### config.mk
export PLATFORM = sky130hd
export DESIGN_NAME = bf3_queue
export DESIGN_NICKNAME = d
export VERILOG_FILES = /design/src/hdl/bf3_queue.sv
export SDC_FILE = /design/constraint.sdc
export NUM_CORES = 1
export LEC_CHECK = 0
export BUFFER_PORTS_ARGS = -buffer_cell sky130_fd_sc_hd__buf_2
export CAP_MARGIN = 20
export CELL_PAD_IN_SITES_DETAIL_PLACEMENT = 1
export CELL_PAD_IN_SITES_GLOBAL_PLACEMENT = 2
export CORE_MARGIN = 4
export CORE_UTILIZATION = 44
export DETAILED_ROUTE_END_ITERATION = 10
export PLACE_DENSITY_LB_ADDON = 0.1
export SLEW_MARGIN = 15
export SYNTH_ARGS = -nofsm -noshare
export SYNTH_HDL_FRONTEND = slang
export SYNTH_SLANG_ARGS = --single-unit
### constraint.sdc
create_clock -name clk -period 5.7 [get_ports clk]
set_input_delay 0 -clock clk [delete_from_list [all_inputs] [get_ports clk]]
set_output_delay 0 -clock clk [all_outputs]
set_load 0.005 [all_outputs]
### src/hdl/bf3_queue.sv
// Small register queue that decouples the filter front from the back.
// Depends on nothing but its parameters; used by the top level.
`timescale 1ns / 1ps
`default_nettype none

module bf3_queue #(
  parameter int WIDTH = 8,
  parameter int DEPTH = 4
) (
  input  wire                           clk,
  input  wire                           rst_n,
  input  wire                           push,
  input  wire  [WIDTH-1:0]              push_data,
  input  wire                           pop,
  output logic                          head_valid,
  output logic [WIDTH-1:0]              head_data,
  output logic [$clog2(DEPTH+1)-1:0]    count
);

  localparam int PW = (DEPTH > 2) ? $clog2(DEPTH) : 1;
  localparam int CW = $clog2(DEPTH + 1);

  logic [WIDTH-1:0] slot [DEPTH];
  logic [PW-1:0]    wr_r, wr_nxt, rd_r, rd_nxt;
  logic [CW-1:0]    cnt_r, cnt_nxt;
  logic             do_pop;

  assign do_pop     = pop && (cnt_r != '0);
  assign head_valid = (cnt_r != '0);
  assign head_data  = slot[rd_r];
  assign count      = cnt_r;

  always_comb begin
    wr_nxt  = wr_r;
    rd_nxt  = rd_r;
    cnt_nxt = cnt_r;
    if (push) begin
      wr_nxt = (wr_r == PW'(DEPTH - 1)) ? '0 : wr_r + PW'(1);
    end
    if (do_pop) begin
      rd_nxt = (rd_r == PW'(DEPTH - 1)) ? '0 : rd_r + PW'(1);
    end
    if (push && !do_pop) begin
      cnt_nxt = cnt_r + CW'(1);
    end else if (!push && do_pop) begin
      cnt_nxt = cnt_r - CW'(1);
    end
  end

  always_ff @(posedge clk) begin
    if (!rst_n) begin
      wr_r  <= '0;
      rd_r  <= '0;
      cnt_r <= '0;
    end else begin
      wr_r  <= wr_nxt;
      rd_r  <= rd_nxt;
      cnt_r <= cnt_nxt;
    end
  end

  always_ff @(posedge clk) begin
    if (push) begin
      slot[wr_r] <= push_data;
    end
  end

endmodule

`default_nettype wire

* Word level (Yosys, flattened, before mapping)
Memory sizes are Yosys's and may differ from the RTL's. A register that Yosys moved wholly into a read port is not among the register bits.
Index checks and enable logic that the tools add are counted.
** Storage, ports and cells
- Output and inout port bits :: 12
- Bits of input ports :: 12
- Memories :: 1
- Register bits :: 7
- ROM bits :: 0
- Memory bits (writable) :: 32
- Word-level logic and storage cells :: 25
- Bits in latches :: 0
** Memories
- slot :: depth 4, bits a word 8, read ports 1, clocked after memory_dff 1, wr ports 1, line 23 : logic [WIDTH-1:0] slot [DEPTH];
** Cells by class
- $mul :: 0
- Div/mod/pow operators :: 0
- Multiplexer cells :: 8
- Reductions and logical operators :: 7
- Equal/unequal tests :: 2
- $lt $le $gt $ge :: 0
- Shift-type cells :: 0
- $add $sub $neg :: 4
- Bitwise operators :: 0
** Operator list (number)
- 2-to-1 mux 2 bit :: 4
- 2-to-1 mux 3 bit :: 2
- adder 2 x 1 -> 2 bit (second input constant) :: 2
- == test 2 bit (second input constant) :: 2
- adder 3 x 1 -> 3 bit (second input constant) :: 1
- logical AND 1 bit :: 3
- nonzero test 3 bit :: 1
- subtractor 3 x 1 -> 3 bit (second input constant) :: 1
- zero test 1 bit :: 2
- 2-to-1 mux 1 bit :: 2
- nonzero test 2 bit :: 1

* Logic depth before layout (Yosys ltp)
- Depth in word-level cells :: 5
- Depth in mapped cells :: 7
- Mapped depth without buffers :: 7

* Worst setup path before layout
Ideal clock, no wire load.
- Kind :: register to register
- Start point :: register cnt_r[1], in the netlist count[1]
- End point :: register cnt_r[2], in the netlist count[2]
- Cell stages (with the launch flop) :: 8
- Arrival time :: 1877 ps
- Path slack :: 3753 ps
- Library setup time :: 70 ps
- Cells stage by stage :: dfxtp_1 o31ai_4 ha_1 inv_1 fa_1 xor2_1 or3_1 a21boi_1
** On the way
- Cells in the longest elaborated chain, start to end :: 5
- Elaborated cells on any way between the ends :: 10
** Ends and longest elaborated chain
- start, declared :: line 25 : logic [CW-1:0] cnt_r, cnt_nxt;
- start signal, assigned :: line 58 : cnt_r <= cnt_nxt;
- branches (longest 5 deep; another with subtractor 3 x 1 -> 3 bit)
Parallel ways; which one is timed is not known. The select of a mux whose other input is x is not followed.
A chain may end at the register's enable or synchronous reset.

* Final worst setup path
Same ends and word-level chain as after synthesis.

==> impl_metrics.csv <==
group,metric,value,unit
yosys,synth_nets,106,
global_route,via_count_of_the_first_global_routing_pass,864,
cts,insertion_delay,290,ps
routing,num_vias,850,
final_layout,fillers,340,
final_layout,multi_input_area,454,um^2
routing,drt-vias-per-instance,5.00,
floorplan,chipWidth,68.7,um
min_path,worst_hold_path.num_cells,2,
floorplan,num_rows,21,
sta,timing.setup.tns,0,ps
sta,grt_setup_unrepaired,"no",
worst_setup_path,critical_path_data_required_time,5920,ps
sta,fin_crit_sh,0.364,
yosys,synth.distinct_cells,20,
yosys,area_fraction_of_the_dominant_cell_type_after_synthesis,0.592,
global_route,first_pass_grt_wire_length,4390,um
place,detailedPlacementHpwl,1880,um
routing,ant_nets,0,
final_layout,area_taken_by_flip_flops_and_latches,0.00114,mm^2
yosys,synthArstFlopShare,0,
worst_setup_path,crit_path_max_fanout,5,
sta,clock_skew,3.03,ps
pwr,worst_case_vdd_ir_drop,0.000197,V
global_route,globalRoute.totalOverflow,0,
yosys,synth-edff-count,32,
global_route,groute.usage.overall,0.136,
floorplan,die-height,68.7,um
routing,post-route-drc-count,0,
yosys,synth_common_cells,"sky130_fd_sc_hd__edfxtp_1, sky130_fd_sc_hd__dfxtp_1, sky130_fd_sc_hd__mux4_2",
cts,cts_max_level,2,
final_layout,drive_above_1_share,0.306,
global_route,pin_count_of_the_biggest_net_entering_global_routing,13,
run,max_cap_violations,0,
yosys,dominantRegCellSynth,"sky130_fd_sc_hd__edfxtp_1",
sta,finalCriticalPeriod,2080,ps
floorplan,floorplan.core_area,0.00344,mm^2
worst_setup_path,crit_start,"count[1]",
pwr,total_leakage_power,0.713,nW
worst_setup_path,setup_crit_start_kind,"flop",
cts,clock_path_buffers,2,
worst_setup_path,worstReg2RegStart,"count[1]",
final_layout,syn2layout_area_growth,19.6,%
routing,initialDrtViolationCount,63,
routing,detail_route.wirelength,2740,um
floorplan,die_area,0.00472,mm^2
cts,setup_fix_bufs_post_cts,0,
cts,cts.reportedPaths.clkPinSlew,70,ps
sta,fin_max_slew_vios,0,
worst_setup_path,end_kind,"flop",
global_route,antenna_found_initial,0,
cts,clock_tree.root_cell,"sky130_fd_sc_hd__clkbuf_8",
min_path,hold_path_end,"count[0]",
min_path,hold_path.class,"in -> reg",
place,gp_congestion,0.661,
min_path,worstHoldStart,"rst_n",
worst_setup_path,worst-r2r-setup-slack,3620,ps
floorplan,initial_utilization,0.471,
place,numPortBuffers,23,
worst_setup_path,timing.critical_path.arrival,2300,ps
sta,fmax,482,MHz
sta,hold_viol,0,
yosys,synth.ff_latch_count,41,
yosys,synth_most_common_cell,"sky130_fd_sc_hd__edfxtp_1",
floorplan,io-pin-count,24,
pwr,power.density_cell_area,371,mW/mm^2
worst_setup_path,classification_of_the_worst_setup_path,"reg -> reg",
cts,cts_tree,"yes",
cts,inserted_clock_buffers,5,
yosys,syn_area_per_cell,18.7,um^2
yosys,ys_top_cells_by_area,"sky130_fd_sc_hd__edfxtp_1, sky130_fd_sc_hd__dfxtp_1, sky130_fd_sc_hd__mux4_2",
yosys,synth_top_cell_by_area,"sky130_fd_sc_hd__edfxtp_1",
yosys,syn_area,0.00162,mm^2
sta,maxSlewHeadroom,0.626,
cts,cts-resized-gates,0,
yosys,synth_cells,87,
routing,drt_first_pass_iters,4,
cts,clock_sink_count,41,
run_status,run_status,"finished clean",
final_layout,layout.core_utilization,0.564,
yosys,yosys_warnings,0,
worst_setup_path,timing.reg2reg.worst_path_depth,7,
sta,tightest_slew,560,ps
sta,finalSetupViolations,0,
final_layout,num_antenna_cells,0,
final_layout,layout.nets,142,
worst_setup_path,crit-reg2reg-capture,"count[2]",
routing,routed_wirelength_normalized_by_instance_count,16.1,um
yosys,synth_sequential_area_ratio,0.703,
-- power breakdown --
group / internal, mW / total, mW / switching (mW) / leakage [nW]
combinational: 0.0948 / 0.154 / 0.0588 / 0.302
sequential: 0.350 / 0.389 / 0.0388 / 0.368
clock: 0.0858 / 0.177 / 0.0916 / 0.0422
total: 0.531 / 0.720 / 0.189 / 0.713
-- sequential cells by signal (all words and copies together) (netlist names), named ones only --
| name | flops |
|---|---|
| count | 3 |
| rd_r | 2 |
| slot | 32 |
| wr_r | 2 |
-- per-stage QoR --
step / cell area [um^2] / setup slack, ps / hold slack, ps / power [mW] / std cells
global route: 1940 / 3500 / 44.0 / 0.764 / 170
floorplan: 1620 / 3750 / 98.9 / 0.495 / 87
finish: 1940 / 3620 / 32.4 / 0.720 / 170
CTS: 1940 / 3600 / 40.3 / 0.731 / 170
detailed placement: 1780 / 3620 / 218 / 0.549 / 154
global placement: 1780 / 3720 / 212 / 0.544 / 154
-- cells in the final DEF, fill, tap and decap left out, drive strengths merged --
master,Yosys,routed
nand3,2,2
or3,2,2
nor2b,3,3
o21ai,3,3
dlygate4sd3,0,8
xnor2,1,1
and2,5,5
a21boi,1,1
dfxtp,9,9
edfxtp,32,32
ha,6,6
clkbuf,1,7
o31ai,1,1
clkinv,0,1
nor2,2,2
mux4,8,8
nand2,2,2
mux2i,3,3
fa,1,1
inv,3,3
xor2,1,1
buf,1,23
-- cell type report --
type / count / share of cell area
flip-flops and latches: 41 / 0.588
inverters: 3 / 0.00580
clock inverters: 1 / 0.00258
repair buffers: 31 / 0.101
clock buffers: 7 / 0.0393
well taps: 46 / 0.0297
multi-input cells: 41 / 0.234
-- worst max-delay path, stage by stage, from the launching register on --
cell and delay [ps]:
sky130_fd_sc_hd__dfxtp_1 380, sky130_fd_sc_hd__o31ai_4 330, sky130_fd_sc_hd__ha_1 240, sky130_fd_sc_hd__inv_1 70, sky130_fd_sc_hd__fa_1 380, sky130_fd_sc_hd__xor2_1 180, sky130_fd_sc_hd__or3_1 300, sky130_fd_sc_hd__a21boi_1 130
-- layer usage --
layer	up-vias	global-route usage	part of all wire
met3	6	0.0438	0.059
li1	402	-	-
met5	-	0	0
met1	414	0.164	0.42
met2	28	0.226	0.51
met4	0	0.0511	0.016
-- worst max path at each step --
| stage | to | slack, ps | cells after the start |
|---|---|---|---|
| floorplan | count[2] | 3750 | 7 |
| global placement | count[2] | 3720 | 7 |
| detailed placement | count[2] | 3620 | 7 |
| CTS | count[2] | 3600 | 7 |
| global route | count[2] | 3500 | 7 |
| finish | count[2] | 3620 | 7 |
-- kinds of logic (layout without fill, tap and decap cells) --
group / Yosys count / count (layout) / share of synthesized area
XOR/XNOR: 2 / 2 / 0.0108
AND/OR/NAND/NOR: 16 / 16 / 0.0540
flip-flops: 41 / 41 / 0.703
multiplexers: 11 / 11 / 0.130
buffers and inverters: 5 / 42 / 0.0170
adder cells (fa/ha/maj): 7 / 7 / 0.0586
AO/OA/AOI/OAI: 5 / 5 / 0.0270
-- repair_timing --
action                                  in CTS  in global routing
hold endpoints to repair                    32                  0
endpoints found under the setup margin       0                  0
hold buffers                                 8                  0
Note: power is estimated with default switching activity, not from simulation.
