==> config.mk <==
export PLATFORM = sky130hd
export DESIGN_NAME = bf3_back
export DESIGN_NICKNAME = d
export VERILOG_FILES = /design/src/hdl/bf3_pkg.sv /design/src/hdl/bf3_back.sv
export SDC_FILE = /design/constraint.sdc
export NUM_CORES = 2
export LEC_CHECK = 0
export CORE_MARGIN = 2
export CORE_UTILIZATION = 30
export CTS_CLUSTER_DIAMETER = 100
export DETAILED_ROUTE_END_ITERATION = 8
export DONT_BUFFER_PORTS = 1
export PLACE_DENSITY = 0.49
export SYNTH_ARGS = -nofsm -noshare
export SYNTH_HDL_FRONTEND = slang
export SYNTH_SLANG_ARGS = --single-unit
==> constraint.sdc <==
create_clock -name clk -period 45.1 [get_ports clk]
set_input_delay 11.275 -clock clk [delete_from_list [all_inputs] [get_ports clk]]
set_output_delay 11.275 -clock clk [all_outputs]
set_load 0.005 [all_outputs]
==> src/hdl/bf3_pkg.sv <==
// Shared types and constants for the 3x3 RGB box filter.
// No dependencies; every other file of the block but bf3_queue imports this package.
`timescale 1ns / 1ps
`default_nettype none

package bf3_pkg;

  // Fixed port widths.
  localparam int SIZE_W    = 11;
  localparam int PORT_CH_W = 16;

  // Request kinds on the input channel.
  localparam logic REQ_PIXEL = 1'b0;
  localparam logic REQ_DRAIN = 1'b1;

  localparam int SIZE_RESET = 64;

  // Queue between the front and the back.
  localparam int QUEUE_DEPTH = 4;
  localparam int QCOUNT_W    = 3;

  // Divisor codes for the mean of 4, 6 or 9 samples.
  typedef logic [1:0] div_code_t;
  localparam div_code_t DIV_4 = 2'd0;
  localparam div_code_t DIV_6 = 2'd1;
  localparam div_code_t DIV_9 = 2'd2;

  // Reciprocals scaled by 2^RECIP_SHIFT; exact for sums of up to 20 bits.
  localparam int RECIP_W     = 23;
  localparam int RECIP_SHIFT = 24;
  localparam logic [RECIP_W-1:0] RECIP_4 = 23'd4194304;
  localparam logic [RECIP_W-1:0] RECIP_3 = 23'd5592406;
  localparam logic [RECIP_W-1:0] RECIP_9 = 23'd1864136;

  // Classification of one pixel position, made by the front.
  typedef struct packed {
    logic      emit;    // at least one result
    logic      two;     // last column: a second result follows
    logic      top_ok;  // row above is inside the image
    logic      bot_ok;  // row below is inside the image
    logic      use_w0;  // column two to the left is inside the image
    div_code_t div1;
    div_code_t div2;
  } item_ctrl_t;

endpackage

`default_nettype wire

==> src/hdl/bf3_back.sv <==
// Back of the box filter: 3x3 window, column sums, reciprocal divide, output.
// Depends on bf3_pkg; takes requests from bf3_queue.
`timescale 1ns / 1ps
`default_nettype none

module bf3_back #(
  parameter int CH_BITS = 16
) (
  input  wire                            clk,
  input  wire                            rst_n,
  input  wire                            head_valid,
  input  wire bf3_pkg::item_ctrl_t       head_ctrl,
  input  wire  [3*CH_BITS-1:0]           head_upper,
  input  wire  [3*CH_BITS-1:0]           head_middle,
  input  wire  [3*CH_BITS-1:0]           head_bottom,
  output logic                           pop,
  output logic                           out_valid,
  input  wire                            out_ready,
  output logic [bf3_pkg::PORT_CH_W-1:0]  out_red,
  output logic [bf3_pkg::PORT_CH_W-1:0]  out_green,
  output logic [bf3_pkg::PORT_CH_W-1:0]  out_blue,
  output logic                           out_run_last,
  output logic                           out_frame_last
);
  import bf3_pkg::*;

  localparam int PIX_W  = 3 * CH_BITS;
  localparam int SUM_W  = CH_BITS + 4;
  localparam int PROD_W = SUM_W + RECIP_W;

  function automatic logic [SUM_W-1:0] col_sum(input logic [CH_BITS-1:0] t,
                                               input logic [CH_BITS-1:0] m,
                                               input logic [CH_BITS-1:0] b,
                                               input logic top_ok,
                                               input logic bot_ok);
    logic [SUM_W-1:0] s;
    s = SUM_W'(m);
    if (top_ok) s = s + SUM_W'(t);
    if (bot_ok) s = s + SUM_W'(b);
    return s;
  endfunction

  // Truncated mean: multiply by a scaled reciprocal and keep the high bits.
  function automatic logic [CH_BITS-1:0] mean(input logic [SUM_W-1:0] s,
                                              input div_code_t code);
    logic [SUM_W-1:0]   opd;
    logic [RECIP_W-1:0] k;
    logic [PROD_W-1:0]  p;
    unique case (code)
      DIV_6: begin
        opd = s >> 1;
        k   = RECIP_3;
      end
      DIV_9: begin
        opd = s;
        k   = RECIP_9;
      end
      default: begin
        opd = s;
        k   = RECIP_4;
      end
    endcase
    p = PROD_W'(opd) * PROD_W'(k);
    return p[RECIP_SHIFT +: CH_BITS];
  endfunction

  // Window: column c-2 (w0) and column c-1 (w1), each top, middle, bottom.
  logic [PIX_W-1:0] w0_top_r, w0_mid_r, w0_bot_r;
  logic [PIX_W-1:0] w1_top_r, w1_mid_r, w1_bot_r;

  logic [SUM_W-1:0] sum1 [3];
  logic [SUM_W-1:0] sum2 [3];

  logic             b1_v_r, b1_v_nxt;
  item_ctrl_t       b1_ctrl_r;
  logic [SUM_W-1:0] b1_sum1_r [3];
  logic [SUM_W-1:0] b1_sum2_r [3];

  logic               out_v_r, out_v_nxt;
  logic               second_r, second_nxt;
  item_ctrl_t         oc_r;
  logic [CH_BITS-1:0] q1_r [3];
  logic [CH_BITS-1:0] q2_r [3];

  logic out_last, out_free, b1_ready;

  always_comb begin
    for (int k = 0; k < 3; k++) begin
      sum2[k] = col_sum(w1_top_r[k*CH_BITS +: CH_BITS], w1_mid_r[k*CH_BITS +: CH_BITS],
                        w1_bot_r[k*CH_BITS +: CH_BITS], head_ctrl.top_ok, head_ctrl.bot_ok)
              + col_sum(head_upper[k*CH_BITS +: CH_BITS],
                        head_middle[k*CH_BITS +: CH_BITS],
                        head_bottom[k*CH_BITS +: CH_BITS], head_ctrl.top_ok, head_ctrl.bot_ok);
      sum1[k] = sum2[k];
      if (head_ctrl.use_w0) begin
        sum1[k] = sum2[k]
                + col_sum(w0_top_r[k*CH_BITS +: CH_BITS], w0_mid_r[k*CH_BITS +: CH_BITS],
                          w0_bot_r[k*CH_BITS +: CH_BITS], head_ctrl.top_ok,
                          head_ctrl.bot_ok);
      end
    end
  end

  // The output register holds one request's one or two results.
  assign out_last = second_r || !oc_r.two;
  assign out_free = !out_v_r || (out_ready && out_last);
  assign b1_ready = !b1_v_r || out_free;
  assign pop      = head_valid && b1_ready;

  always_comb begin
    b1_v_nxt   = b1_v_r;
    out_v_nxt  = out_v_r;
    second_nxt = second_r;
    if (b1_ready) begin
      b1_v_nxt = pop && head_ctrl.emit;
    end
    if (out_free) begin
      out_v_nxt  = b1_v_r;
      second_nxt = 1'b0;
    end else if (out_ready) begin
      second_nxt = 1'b1;
    end
  end

  always_ff @(posedge clk) begin
    if (!rst_n) begin
      b1_v_r   <= 1'b0;
      out_v_r  <= 1'b0;
      second_r <= 1'b0;
    end else begin
      b1_v_r   <= b1_v_nxt;
      out_v_r  <= out_v_nxt;
      second_r <= second_nxt;
    end
  end

  always_ff @(posedge clk) begin
    if (pop) begin
      w0_top_r <= w1_top_r;
      w0_mid_r <= w1_mid_r;
      w0_bot_r <= w1_bot_r;
      w1_top_r <= head_upper;
      w1_mid_r <= head_middle;
      w1_bot_r <= head_bottom;
    end
    if (b1_ready) begin
      b1_ctrl_r <= head_ctrl;
      for (int k = 0; k < 3; k++) begin
        b1_sum1_r[k] <= sum1[k];
        b1_sum2_r[k] <= sum2[k];
      end
    end
    if (out_free) begin
      oc_r <= b1_ctrl_r;
      for (int k = 0; k < 3; k++) begin
        q1_r[k] <= mean(b1_sum1_r[k], b1_ctrl_r.div1);
        q2_r[k] <= mean(b1_sum2_r[k], b1_ctrl_r.div2);
      end
    end
  end

  assign out_valid      = out_v_r;
  assign out_red        = PORT_CH_W'(second_r ? q2_r[0] : q1_r[0]);
  assign out_green      = PORT_CH_W'(second_r ? q2_r[1] : q1_r[1]);
  assign out_blue       = PORT_CH_W'(second_r ? q2_r[2] : q1_r[2]);
  assign out_run_last   = out_last;
  // The bottom row is the only one without a row below it.
  assign out_frame_last = second_r && !oc_r.bot_ok;

  a_second_only_on_row_end: assert property (@(posedge clk) disable iff (!rst_n)
    (out_v_r && second_r) |-> oc_r.two)
    else $error("second result shown for a request that has only one");

  a_first_then_second: assert property (@(posedge clk) disable iff (!rst_n)
    (out_v_r && out_ready && !out_last) |=> (out_v_r && second_r))
    else $error("second result of a row end was lost");

endmodule

`default_nettype wire

# == After elaboration in Yosys (flattened, before gate mapping) ==
# Memory sizes are Yosys's and may differ from the RTL's.
# Index checks and enable logic that the tools add are counted.
# classes
n_addsub,24
multipliers,6
n_eq_ne,4
n_mux,50
bitwise,1
reduce_logical,12
# ops
operator,count
20-bit two-way mux,30
20-bit by 23-bit multiplier with 40-bit output,6
20-bit by 16-bit adder with 20-bit output,9
16-bit by 16-bit adder with 17-bit output,9
17-bit two-way mux,9
20-bit adder,6
23-bit case mux with 2 select lines,2
16-bit two-way mux,3
23-bit two-way mux,2
2-bit by 1-bit equality test with 1-bit output (second input constant),2
2-bit equality test (second input constant),2
1-bit logical AND,4
1-bit zero test,4
1-bit two-way mux,4
1-bit logical OR,3
2-bit OR reduction,1
1-bit NOT,1
# word_totals
ff_bits,299
mem_bits_rw,216
input_bits,157
output_inout_bits,52
wordCells,116
n_memories,4
# memory_table
memory,depth,width,rd,rd_ports_with_merged_regs,wr,line_no,text
b1_sum1_r,3,20,3,0,3,bf3_back.sv:76,logic [SUM_W-1:0] b1_sum1_r [3];
b1_sum2_r,3,20,3,0,3,bf3_back.sv:77,logic [SUM_W-1:0] b1_sum2_r [3];
q1_r,3,16,3,0,3,bf3_back.sv:82,logic [CH_BITS-1:0] q1_r [3];
q2_r,3,16,3,0,3,bf3_back.sv:83,logic [CH_BITS-1:0] q2_r [3];

# == Logic depth before layout (Yosys ltp) ==
# logic_depth
word_depth,8
ltp_mapped,35
ltp_nobuf,35

# == Least setup slack after synthesis ==
# OpenSTA, ideal clock, no wires.
# synth_path
path_kind,input port to output port
from,input out_ready
to,output pop
arrival_time_ns,20.889
required_ns,33.825
setup_slack_ns,12.936
stages,4
n_path_buf,0
cell_sequence,nand2_1 > and2_1 > nand2_1 > and2_1
# synth_via
elab_chain_cells,4
# synth_lines
element,line_no,text
"start, declared",bf3_back.sv:18,"input wire out_ready,"
1-bit logical AND,bf3_back.sv:106,assign out_free = !out_v_r || (out_ready && out_last);
1-bit logical OR,bf3_back.sv:106,
1-bit logical OR,bf3_back.sv:107,assign b1_ready = !b1_v_r || out_free;
1-bit logical AND,bf3_back.sv:108,assign pop = head_valid && b1_ready;
"end, declared",bf3_back.sv:16,"output logic pop,"
# Every way passes these cells.

# == Worst setup path in the final report ==
# Same ends and word-level chain as after synthesis.

==> reports/qor.csv <==
metric;value;unit
dieHeight;547;um
synth.cell_area;88400;um2
grtUsageMet2;29.4;%
final_util;32.6;%
drcViolationCount;0;
fin_nets;11650;
clock_skew;64.0;ps
io-pin-count;209;
hold_viol_final;0;
slowest_stage;and2_4;
layout_commonest_cell;inv_1;
critPathRequiredTime;33830;ps
hold_depth;0;
gr-max-usage-layer;met2;
synthToLayoutAreaGrowth;8.20;%
crit_path_start_kind;input pin;
drtIter0Drc;2792;
cts_buffer_depth;3;
grt_pass1_wl;386000;um
dieArea;299000;um2
cpLargestDelayFamily;simple AND/OR/NAND/NOR gates;
synth-main-ff-cell;edfxtp_1;
start_util;30.1;%
path_cells;nand2_1, and2_1, nand2_4, and2_4;
hold_path_class;flip-flop to flip-flop;
critical_path.max_stage_delay;540;ps
async_reset_ff_share;0;%
vias;59543;
place_congestion;0.923;
dp_hpwl;220000;um
wirelength;250000;um
rsz0062_at_grt;no;
row_count;199;
ys_seq_area_share;17.4;%
first_pass_iters;5;
crit_fanout;29;
reg2reg_depth;28;
setup_tns;0;ps
synth.distinct_cells;103;
arrival;12440;ps
status;finished, final reports clean;
min_period;23710;ps
critPathKind;input pin to output pin;
htreeDepth;3;
fin_hold_ws;419;ps
cts_resized;0;
via_per_inst;4.66;
fp.dieW;547;um
antenna_found_initial;2;
grt.total_usage;16.8;%
cts_setup_buffers;0;
synth_enable_flop_cells;509;
grt-ovfl-total;0;
netlist_instances;8835;
yosysWarnings;0;
placed_area;93100;um2
tritoncts;yes;
grt_pass1_vias;65325;
grt_use_met1;22.3;%
wl_per_cell;19.6;um
portBuffers;0;
cts-buffers-inserted;72;
final_area;95700;um2
use_met3;2.06;%
clk_latency;700;ps
postCtsHoldBufs;0;
root_buffer;clkbuf_16;
relSlewSlack;22.4;%
drv_cap;0;
crit_cells;4;
final_cell_mix;2085 x inv_1, 1473 x ha_1, 1203 x fa_1;
synth_seq_cells;512;
setup_viol;0;
drive_gt1_share;5.65;%
worstMarginPinSlew;1130;ps
end_kind;output pin;
syn_area_per_cell;10.0;um2
max_freq;42.2;MHz
clock_sinks;512;
path_buf_inv;0;
path_clk_slew;60;ps
antenna_left;0;
coreArea;294000;um2
grt_max_degree;173;
final_max_slew_viol_count;0;
fin_crit_sh;52.6;%
final cells by class:
| cell class | count | area, um2 |
|---|---|---|
| fillers | 29962 | 198000 |
| multi-input cells | 6111 | 64800 |
| flip-flops and latches | 512 | 15300 |
| inverters | 2091 | 7860 |
| well taps | 3919 | 4900 |
| clock buffers | 79 | 1830 |
| clock inverters | 52 | 724 |
| repair buffers | 25 | 200 |
| diodes | 1 | 2.50 |
layer usage:
metal  share of wire, %  routed length [um]
met1                 47              116000
met2                 48              120000
met3                3.4                8520
met4                1.9                4810
met5             0.0044                  11
cells in the mapped netlist (99+ instances only):
master	instances	area, um2
inv_1	2088	7840
ha_1	1477	18500
fa_1	1203	24100
edfxtp_1	509	15300
nor2_1	485	1820
a21oi_1	416	2080
xnor2_1	296	2590
nand2_1	289	1080
o21ai_0	237	1190
mux2_2	227	2560
a21o_1	175	1310
xor2_1	142	1240
nor2b_1	132	826
clkbuf_1	107	402
nand2b_1	99	619
sequential cells by signal, summed over array words and instances, names as in the netlist:
| name | cells |
|---|---|
| w1_bot_r | 48 |
| w1_top_r | 48 |
| w1_mid_r | 48 |
| q2_r | 48 |
| w0_bot_r | 48 |
| b1_sum2_r | 57 |
| second_r | 1 |
| out_valid | 1 |
| b1_ctrl_r | 6 |
| q1_r | 48 |
| b1_v_r | 1 |
| w0_top_r | 48 |
| oc_r | 2 |
| w0_mid_r | 48 |
| b1_sum1_r | 60 |
worst reg2reg max path, delay by kind of cell (launching register included):
family / cells / cell delay [ps]
AO/OA/AOI/OAI: 9 / 2160
XOR/XNOR: 1 / 480
adder cells (fa/ha/maj): 9 / 4090
buffers and inverters: 6 / 1060
flip-flops: 1 / 430
multiplexers: 1 / 920
AND/OR/NAND/NOR: 2 / 340
worst paths after layout:
check	from	endpoint	slack [ps]
worst max-delay path	out_ready	pop	21390
worst min-delay path	b1_ctrl_r[7]	oc_r[7]	420
worst max register to register	b1_ctrl_r[1]	q2_r[0][47]	35350
worst min register to register	b1_ctrl_r[7]	oc_r[7]	420
metrics by stage:
step,std cells,worst slack (ps)
2_1_floorplan,8842,12940
4_1_cts,12789,21350
5_1_grt,12789,21290
6_report,12790,21390
3_5_place_dp,12658,21360
3_3_place_gp,12658,21330
kinds of logic (layout without fill, tap and decap cells):
group	Yosys count	in the layout	share of synthesized area [%]
buffers and inverters	2219	2247	9.43
other	2	10	0.00849
DFF	512	512	17.4
muxes	288	288	3.58
adders and majority gates	2680	2680	48.1
AOI/OAI and AO/OA	1253	1253	9.18
xor gates and xnor gates	441	441	4.40
and+or+nand+nor	1440	1440	7.90
Power is not shown: default switching activity piles up to over one toggle a cycle in this logic, so the estimate is an artifact.
